[src/rtl/core/bbe_pkg.sv]
// Shared types, widths and helpers for the B-spline basis evaluator.
package bbe_pkg;

    localparam int BBE_MAX_DEGREE = 3;
    localparam int BBE_KNOT_DEPTH = 64;

    localparam int KNOT_W = 32;
    localparam int VAL_W  = 31;
    localparam int PROD_W = 63;
    localparam int DEN_W  = 33;
    localparam int Q_W    = 31;

    localparam logic [VAL_W-1:0] ONE_Q30 = 31'h4000_0000;

    localparam logic KIND_WRITE = 1'b0;
    localparam logic KIND_EVAL  = 1'b1;

    typedef enum logic [3:0] {
        ST_IDLE,
        ST_RDL,
        ST_RDR,
        ST_DIFF,
        ST_MUL,
        ST_DGO,
        ST_DWAIT,
        ST_UPD,
        ST_EMIT
    } state_t;

    function automatic logic [KNOT_W-1:0] sat_sub(input logic [KNOT_W-1:0] a,
                                                  input logic [KNOT_W-1:0] b);
        return (a > b) ? (a - b) : '0;
    endfunction

endpackage

[src/rtl/core/bbe_div.sv]
// Bit-serial restoring divider shared by every recurrence step.
module bbe_div
    import bbe_pkg::*;
(
    input  logic              clk,
    input  logic              rst_n,
    input  logic              start,
    input  logic [PROD_W-1:0] dividend,
    input  logic [DEN_W-1:0]  divisor,
    output logic              done,
    output logic [Q_W-1:0]    quotient
);

    localparam int CNT_W = $clog2(Q_W + 1);

    logic [DEN_W-1:0] rem_reg;
    logic [Q_W-1:0]   low_reg;
    logic [Q_W-1:0]   quo_reg;
    logic [CNT_W-1:0] cnt_reg;
    logic             run_reg;
    logic             done_reg;
    logic [DEN_W:0]   trial;
    logic [DEN_W:0]   div_x;
    logic             ge;

    assign trial = {rem_reg, low_reg[Q_W-1]};
    assign div_x = {1'b0, divisor};
    assign ge    = (trial >= div_x);

    always_ff @(posedge clk or negedge rst_n)
    begin
        if (!rst_n)
        begin
            run_reg  <= 1'b0;
            done_reg <= 1'b0;
            cnt_reg  <= '0;
        end
        else
        begin
            done_reg <= 1'b0;
            if (start)
            begin
                run_reg <= 1'b1;
                cnt_reg <= CNT_W'(Q_W);
            end
            else if (run_reg)
            begin
                cnt_reg <= cnt_reg - CNT_W'(1);
                if (cnt_reg == CNT_W'(1))
                begin
                    run_reg  <= 1'b0;
                    done_reg <= 1'b1;
                end
            end
        end
    end

    always_ff @(posedge clk)
    begin
        if (start)
        begin
            rem_reg <= DEN_W'(dividend[PROD_W-1:Q_W]);
            low_reg <= dividend[Q_W-1:0];
        end
        else if (run_reg)
        begin
            rem_reg <= ge ? DEN_W'(trial - div_x) : DEN_W'(trial);
            low_reg <= {low_reg[Q_W-2:0], 1'b0};
            quo_reg <= {quo_reg[Q_W-2:0], ge};
        end
    end

    assign done     = done_reg;
    assign quotient = quo_reg;

endmodule

[config.mk]
export PLATFORM = sky130hd
export DESIGN_NAME = bbe_div
export DESIGN_NICKNAME = d
export VERILOG_FILES = /design/src/rtl/core/bbe_pkg.sv /design/src/rtl/core/bbe_div.sv
export SDC_FILE = /design/constraint.sdc
export NUM_CORES = 1
export LEC_CHECK = 0
export BUFFER_PORTS_ARGS = -buffer_cell sky130_fd_sc_hd__clkbuf_2
export CORE_AREA = 4 4 135 137
export DETAILED_ROUTE_END_ITERATION = 7
export DIE_AREA = 0 0 139 141
export HOLD_SLACK_MARGIN = 0.06
export SETUP_SLACK_MARGIN = 0.3
export SYNTH_ARGS = -nofsm -noshare
export SYNTH_HDL_FRONTEND = slang
export SYNTH_SLANG_ARGS = --single-unit
[constraint.sdc]
create_clock -name clk -period 3.55 [get_ports clk]
set_clock_uncertainty 0.15 [all_clocks]
set_input_delay 0.1775 -clock clk [delete_from_list [all_inputs] [get_ports clk]]
set_output_delay 0.1775 -clock clk [all_outputs]
set_load 0.01 [all_outputs]
## Word-level counts from Yosys, hierarchy flattened

Index checks and enable logic that the tools add are counted.

| word-level totals | value |
|---|---|
| input bits | 99 |
| output and inout port bits | 32 |
| word-level logic and storage cells | 27 |
| bits in registers | 102 |

| cells by class | value |
|---|---|
| reductions and logical operators | 2 |
| bitwise operators | 1 |
| equality and inequality tests | 1 |
| magnitude comparators | 1 |
| add/sub/neg operators | 2 |
| mux-type cells | 13 |

Operator list:

| kind | count |
|---|---|
| 2-to-1 mux 32 bit | 2 |
| 2-to-1 mux 31 bit | 2 |
| greater-or-equal comparator 34 x 33 -> 1 bit | 1 |
| 2-to-1 mux 33 bit | 1 |
| subtractor 33 bit | 1 |
| 2-to-1 mux 5 bit | 2 |
| 2-to-1 mux 1 bit | 6 |
| equality test 5 x 1 -> 1 bit (second input constant) | 1 |
| subtractor 5 x 1 -> 5 bit (second input constant) | 1 |
| AND reduction 2 bit | 1 |
| nonzero test 2 bit | 1 |
| NOT 1 bit | 1 |

## Longest topological paths before layout

Gate-level depths: netlist of the first run.

| logic depth | value |
|---|---|
| depth in word-level cells | 4 |
| depth in mapped cells | 15 |
| depth with buffers taken out | 13 |

## Worst setup path after synthesis of the first run

OpenSTA, ideal clock, no wires.

| timing | value |
|---|---|
| path type | register to register |
| from | reg low_reg[30] |
| to | reg rem_reg[28] (data pin) |
| library setup time | 261 ps |
| setup slack | 391 ps |
| period minus slack after synthesis | 3159 ps |
| arrival time | 2748 ps |
| cell stages (with the launch flop) | 15 |
| required time | 3139 ps |
| path buffers | 2 |
| cell sequence | edfxtp_1 > inv_1 > ha_1 > inv_1 > fa_1 > a21o_1 > a221oi_4 > a2bb2oi_2 > o2111ai_2 > a21oi_2 > or2_1 > buf_6 > buf_8 > nor2_4 > a221o_1 |

| on the way | value |
|---|---|
| word-level cells in the longest chain between the ends | 4 |
| elaborated cells between the ends (all ways) | 5 |
| those cells by class | add/sub: 1; order compare: 1; mux: 3 |

RTL lines:

| item | line | RTL |
|---|---|---|
| from (decl) | bbe_div.sv:17 | `logic [Q_W-1:0] low_reg;` |
| from (signal assigned) | bbe_div.sv:63 | `low_reg <= dividend[Q_W-1:0];` |
| from (signal assigned) | bbe_div.sv:68 | `low_reg <= {low_reg[Q_W-2:0], 1'b0};` |
| subtractor 33 bit / greater-or-equal comparator 34 x 33 -> 1 bit (equally long branches) | bbe_div.sv:67, bbe_div.sv:28 |  |
| 2-to-1 mux 33 bit * | bbe_div.sv:67 | `rem_reg <= ge ? DEN_W'(trial - div_x) : DEN_W'(trial);` |
| 2-to-1 mux 32 bit * | bbe_div.sv:65 | `else if (run_reg)` |
| 2-to-1 mux 32 bit * | bbe_div.sv:60 | `if (start)` |
| to (signal assigned) | bbe_div.sv:62 | `rem_reg <= DEN_W'(dividend[PROD_W-1:Q_W]);` |
| to (signal assigned) | bbe_div.sv:67 |  |
| to (decl) | bbe_div.sv:16 | `logic [DEN_W-1:0] rem_reg;` |

Every way passes the cells marked *; elsewhere a longest branch is shown, timed or not. The select of a mux whose other input is x is not followed.
A chain may end at the register's enable or synchronous reset.

## Worst setup path in the final report of the first run

Same ends and word-level chain as after synthesis.

==> results.toml, run 1 <==
[outcome]
outcome = "finished clean"

[global_route]
grt_first_pass_wirelength_mm = 25.97
grt_max_degree = 57
met1_usage = 0.2052
use_met3 = 0.03290
grt_pass1_vias = 5351
antenna_found_initial = 0
grt.busiest_layer = "met2"
grt_overflow_total = 0
grtUsageTotal = 0.1621
grtUsageMet2 = 0.2738

[worst_setup_path]
critPathMaxStageDelay_ps = 390
required_ps = 3510
cp_max_fo = 9
worst-path-buf-inv = 3
start_kind = "register"
cp-end-kind = "register"
cp_slowest_cell = "edfxtp_1"
worstSetupPathType = "reg2reg"
path_cells = "inv_1 -> ha_2 -> inv_2 -> fa_2 -> a21o_1 -> a221oi_4 -> a2bb2oi_4 -> o2111ai_2 -> a21oi_2 -> or2_4 -> buf_6 -> nor2_4 -> a221o_1"
timing.critical_path.arrival_ps = 3190
cp_top_family = "compound AO/OA/AOI/OAI gates"

[synth]
ys.flop_type = "edfxtp_1"
ys_seq_area_frac = 0.4769
yosysUniqueCellTypes = 67
yosys_warnings = 0
synth.avg_cell_area_um2 = 10.84
yosys_register_bits = 102
syn_area_um2 = 6329
ys_async_sr_fraction = 0.06863
synth_edf_count = 94
synth_nets = 719
netlist_instances = 584

[placed_design]
placed_cell_area_um2 = 7213
gp_congestion = 0.8742
dp.cells = 925
dpl.hpwl_mm = 11.54
portBuffers = 130

[routing]
vias = 5231
routedWlPerCell_um = 15.95
drc_errors = 0
ant_nets = 0
viasPerCell = 5.128
drt_iter0_markers = 274
firstDrtPassIters = 6
routed_wirelength_mm = 16.27

[final_layout]
fillers = 1612
final_common_cell = "clkbuf_2"
largest_reg_flops = 33
drive_gt1_frac = 0.3119
finalNetCount = 925
diodes = 0
design_area_um2 = 8452
areaGrowthSynthToFinish_pct = 33.55
final_cell_mix = "clkbuf_2, edfxtp_1, dlygate4sd3_1, inv_1, nand2_1"
final_cells = 1020

[power_and_ir_drop]
p_seq_frac = 0.288
leakage_nw = 3.635
p_per_area_nw_per_um2 = 743.5
p_sw_mw = 2.497
p_clk_frac = 0.167
combPwrFrac = 0.545
ir_drop_uv = 394.5
swShare = 0.3974
internal_power_mw = 3.786

[sta]
timing.final.crit_period_ps = 3224
fmax_mhz = 310.2
final-hold-violation-count = 0
fin_setup_tns_ps = 0
period_share = 0.9082
rsz0062_at_grt = "yes"
slew_headroom = 0.5204
slew_viol_final = 0
tightest_slew_ps = 719.5
setup_viol = 0

[floorplan]
dieHeight_um = 141
floorplan.rows = 48
die_area_um2 = 19600
die_w_um = 139
coreArea_um2 = 17060
ioPinCount = 131
start_util = 0.3710

[cts]
numCtsBuffers = 9
insertion_delay_ps = 360
clockBufferDepth = 2
cts_tree = "yes"
ctsHtreeMaxLevel = 3
clock_sinks = 102
cts.reportedPaths.clkPinSlew_ps = 80
cts-root-buf = "clkbuf_16"

[run]
drv_cap = 0

[min_path]
min_path_type = "in2reg"
==> layer usage <==
| layer | vias to the layer above | routed length [um] |
|---|---|---|
| met5 | - | 0 |
| met4 | 0 | 376 |
| met3 | 28 | 916 |
| met2 | 166 | 7825 |
| met1 | 2471 | 7154 |
| li1 | 2566 | - |
==> metrics by stage <==
step             util  power, mW  hold slack, ps  setup slack (ps)
2_1_floorplan       -      4.081          -268.1             391.1
3_3_place_gp   0.4229      4.628          -131.5             227.0
3_5_place_dp   0.4229      4.684          -125.6             71.69
4_1_cts        0.4808      5.860           68.21             307.2
5_1_grt        0.4955      6.736           97.28             156.8
6_report       0.4955      6.284           83.34             325.8
==> cells in the mapped netlist, types with 3 or more instances <==
cell / count / area (um2)
a221oi_2: 3 / 45.04
a31oi_1: 11 / 68.82
o21bai_1: 3 / 22.52
xnor2_1: 24 / 210.2
o31a_1: 3 / 26.28
xor2_1: 8 / 70.07
buf_6: 3 / 33.78
nand3_1: 16 / 80.08
a21boi_0: 3 / 22.52
o21ai_0: 17 / 85.08
and3_1: 7 / 43.79
and2_1: 4 / 25.02
ha_1: 35 / 437.9
and4_1: 3 / 26.28
clkbuf_1: 11 / 41.29
o311ai_2: 7 / 113.9
a21oi_1: 41 / 205.2
nand2b_1: 4 / 25.02
o21a_1: 6 / 45.04
o21ai_1: 6 / 30.03
mux2_2: 31 / 349.1
edfxtp_1: 94 / 2823
nor2_1: 32 / 120.1
buf_2: 7 / 35.03
o211ai_1: 3 / 22.52
a21o_1: 9 / 67.56
inv_1: 55 / 206.5
dfrtp_1: 7 / 175.2
nor3_1: 19 / 95.09
nand4_1: 6 / 37.54
nand2_1: 48 / 180.2
nor2b_1: 3 / 18.77
mux2i_1: 10 / 100.1
a221o_1: 5 / 50.05
==> power groups by stage <==
stage	Clock [mW]	Combinational [mW]	Sequential, mW
2_1_floorplan	0	2.30	1.78
3_3_place_gp	0	2.82	1.81
3_5_place_dp	0	2.86	1.82
4_1_cts	1.08	2.98	1.80
5_1_grt	1.14	3.75	1.84
6_report	1.05	3.42	1.81
==> final timing paths <==
| kind | cells after the start | start | slack, ps | endpoint |
|---|---|---|---|---|
| worst max-delay path | 13 | low_reg[30]$_DFFE_PP_ | 330 | rem_reg[28]$_DFFE_PP_ |
| worst min-delay path | 4 | dividend[61] | 80 | rem_reg[30]$_DFFE_PP_ |
| worst max register to register | 13 | low_reg[30]$_DFFE_PP_ | 330 | rem_reg[28]$_DFFE_PP_ |
| worst min register to register | 0 | quotient[12]$_DFFE_PP_ | 300 | quotient[13]$_DFFE_PP_ |
| max in group asynchronous | 3 | rst_n | 2380 | run_reg$_DFF_PN0_ |
| min in group asynchronous | 3 | rst_n | 620 | cnt_reg[0]$_DFFE_PN0P_ |
==> what timing repair did <==
| action | in CTS | in global routing |
|---|---|---|
| endpoints found under the setup margin | 28 | 30 |
| pin swaps | 4 | 15 |
| endpoints found under the hold margin | 68 | 0 |
| resized for setup | 4 | 31 |
| hold buffers | 63 | 0 |
| setup buffers | 4 | 10 |
| gates cloned | 0 | 2 |
==> cell families (layout without fill, tap and decap cells) <==
logic type | count (synthesis) | count (layout) | synth area share
compound gates | 140 | 140 | 0.1655
xor+xnor | 32 | 32 | 0.04429
fa+ha+maj | 36 | 36 | 0.07236
buf+inv | 83 | 294 | 0.05694
flops | 102 | 102 | 0.4769
mux | 41 | 41 | 0.07098
simple gates | 150 | 150 | 0.1131
==> worst reg2reg max path, cell delays in order, from the launching register on <==
cell and delay (ps):
edfxtp_1 390, inv_1 70, ha_2 180, inv_2 40
fa_2 330, a21o_1 220, a221oi_4 330, a2bb2oi_4 220
o2111ai_2 130, a21oi_2 190, or2_4 190, buf_6 130
nor2_4 70, a221o_1 340
==> final cells by class <==
type / count / area (um2) / area share
repair inverters: 2 / 20.02 / 0.002369
well taps: 225 / 281.5 / 0.03331
flip-flops and latches: 102 / 3018 / 0.3571
multi-input cells: 399 / 3073 / 0.3636
clock inverters: 7 / 88.84 / 0.01051
repair buffers: 220 / 1523 / 0.1802
inverters: 56 / 222.7 / 0.02635
clock buffers: 9 / 225.2 / 0.02665
(Power assumes the default switching activity.)
==> run 2, diff against run 1 <==
PLACE_DENSITY_LB_ADDON = 0.25   (was unset)
==> run 2 against run 1 <==
Core utilization decreased by 0.43 points. Non-clock buffer count grew 1. Sequential cell count is the same. Combinational power is 3% lower. Die area unchanged. Critical path type unchanged. Highest routed layer unchanged.
==> results.toml, run 2 (synthesis results as in run 1) <==
[worst_setup_path]
worstSetupPathType = "reg2reg"
start_kind = "register"
r2r_start = "low_reg[30]$_DFFE_PP_"
required_ps = 3500
reg2reg_to = "rem_reg[28]$_DFFE_PP_"
rrSetupSlack_ps = 280
cp_max_fo = 7
timing.critical_path.arrival_ps = 3220
cp-end-kind = "register"
reg2regPathDepth = 13

[floorplan]
coreArea_um2 = 17060
floorplan.rows = 48
dieHeight_um = 141
start_util = 0.3710
die_area_um2 = 19600
die_w_um = 139
ioPinCount = 131

[global_route]
grt_max_degree = 38
grt_overflow_total = 0
grt_first_pass_wirelength_mm = 26.29
grtUsageTotal = 0.1647
grt_pass1_vias = 5343
antenna_found_initial = 0

[final_layout]
finalNetCount = 924
fillers = 1636
diodes = 0
areaGrowthSynthToFinish_pct = 32.40
final_common_cell = "clkbuf_2"
final_cell_mix = "clkbuf_2, edfxtp_1, dlygate4sd3_1, inv_1, nand2_1"
largest_reg_flops = 33
drive_gt1_frac = 0.3035

[min_path]
hold-path-cell-count = 4
min-delay-start = "dividend[61]"
min_path_type = "in2reg"
holdPathEnd = "rem_reg[30]$_DFFE_PP_"

[cts]
clockBufferDepth = 2
ctsHtreeMaxLevel = 3
clock_sinks = 102
cts.reportedPaths.clkPinSlew_ps = 80
numCtsBuffers = 9
cts_tree = "yes"
cts-root-buf = "clkbuf_16"
insertion_delay_ps = 360

[outcome]
outcome = "finished clean"

[sta]
setup_viol = 0
fin_setup_tns_ps = 0
fmax_mhz = 305.9
slew_viol_final = 0
period_share = 0.9207
tightest_slew_ps = 908.4
slew_headroom = 0.3931
final-hold-violation-count = 0
rsz0062_at_grt = "yes"
worst_slack_ps = 281.4
timing.final.crit_period_ps = 3269

[run]
drv_cap = 0

[routing]
drc_errors = 0
viasPerCell = 5.066
vias = 5162
ant_nets = 0
drt_iter0_markers = 264
firstDrtPassIters = 5
routed_wirelength_mm = 16.18
routedWlPerCell_um = 15.88

[power_and_ir_drop]
ir_drop_uv = 322.3
leakage_nw = 3.633
p_per_area_nw_per_um2 = 729.4

[placed_design]
portBuffers = 130
place_ws_ps = 72.84
gp_congestion = 0.8745
dpl.hpwl_mm = 11.95
[run 2: cell count changes in the layout (fill, tap and decap cells not counted), moves of 2 or more]
cell     before  now
ha_1         31   34
ha_4          2    0
inv_6         4    2
inv_8         1    3
nand3_1      14   16
nand3_2       2    0
nor3_1       16   19
nor3_2        3    0
[run 2: worst max-delay path: stages, from the launching register on]
cell,delay [ps]
edfxtp_1,390
inv_1,80
ha_2,190
inv_2,40
fa_2,350
a21o_1,210
a221oi_4,330
a2bb2oi_4,220
o2111ai_2,130
a21oi_2,180
or2_4,190
buf_8,130
nor2_4,60
a221o_1,350
[run 2: routing by layer]
layer | GRT usage | wire [um] | part of all wire
met1 | 0.2076 | 7139 | 0.44
met2 | 0.2907 | 8222 | 0.51
met4 | 0.04737 | 178 | 0.011
met3 | 0.02917 | 643 | 0.040
met5 | 0 | 0 | 0
[run 2: worst max path at each step]
| stage | endpoint | from |
|---|---|---|
| after floorplan | rem_reg[28]$_DFFE_PP_ | low_reg[30]$_DFFE_PP_ |
| after global placement | rem_reg[24]$_DFFE_PP_ | low_reg[30]$_DFFE_PP_ |
| after detailed placement | rem_reg[0]$_DFFE_PP_ | low_reg[30]$_DFFE_PP_ |
| after CTS | rem_reg[21]$_DFFE_PP_ | low_reg[30]$_DFFE_PP_ |
| after global routing | rem_reg[28]$_DFFE_PP_ | low_reg[30]$_DFFE_PP_ |
| final | rem_reg[28]$_DFFE_PP_ | low_reg[30]$_DFFE_PP_ |
[run 2: repair_timing]
action / CTS / global route
hold endpoints to repair: 68 / 0
cloned: 0 / 0
buffers inserted: 3 / 10
hold buffers: 63 / 0
endpoints found under the setup margin: 29 / 31
pin swaps: 6 / 14
gates resized for setup: 7 / 21
[run 2: area by class of cell]
cell class / count / area [um2] / area share
clock buffer: 9 / 225.2 / 0.02688
inverter: 56 / 217.7 / 0.02598
multi-input combinational: 399 / 3040 / 0.3628
clock inverter: 7 / 73.82 / 0.008810
sequential: 102 / 3018 / 0.3602
tap: 225 / 281.5 / 0.03360
timing repair buffer: 221 / 1523 / 0.1817
[run 2: where the power goes]
group,total (mW),internal [mW],switching [mW]
registers,1.80,1.65,0.147
logic,3.32,1.52,1.80
clock network,0.991,0.499,0.492
total,6.11,3.67,2.44
[run 2: stage by stage]
step                power [mW]  std cells    util  instance area (um2)  hold slack, ps
floorplan                4.081        584       -                 6329          -268.1
global placement         4.691        927  0.4247                 7243          -131.8
detailed placement       4.750        927  0.4247                 7243          -127.3
CTS                      5.875       1009  0.4816                 8214           77.75
global route             6.571       1019  0.4913                 8379           124.6
finish                   6.112       1019  0.4913                 8379           79.17
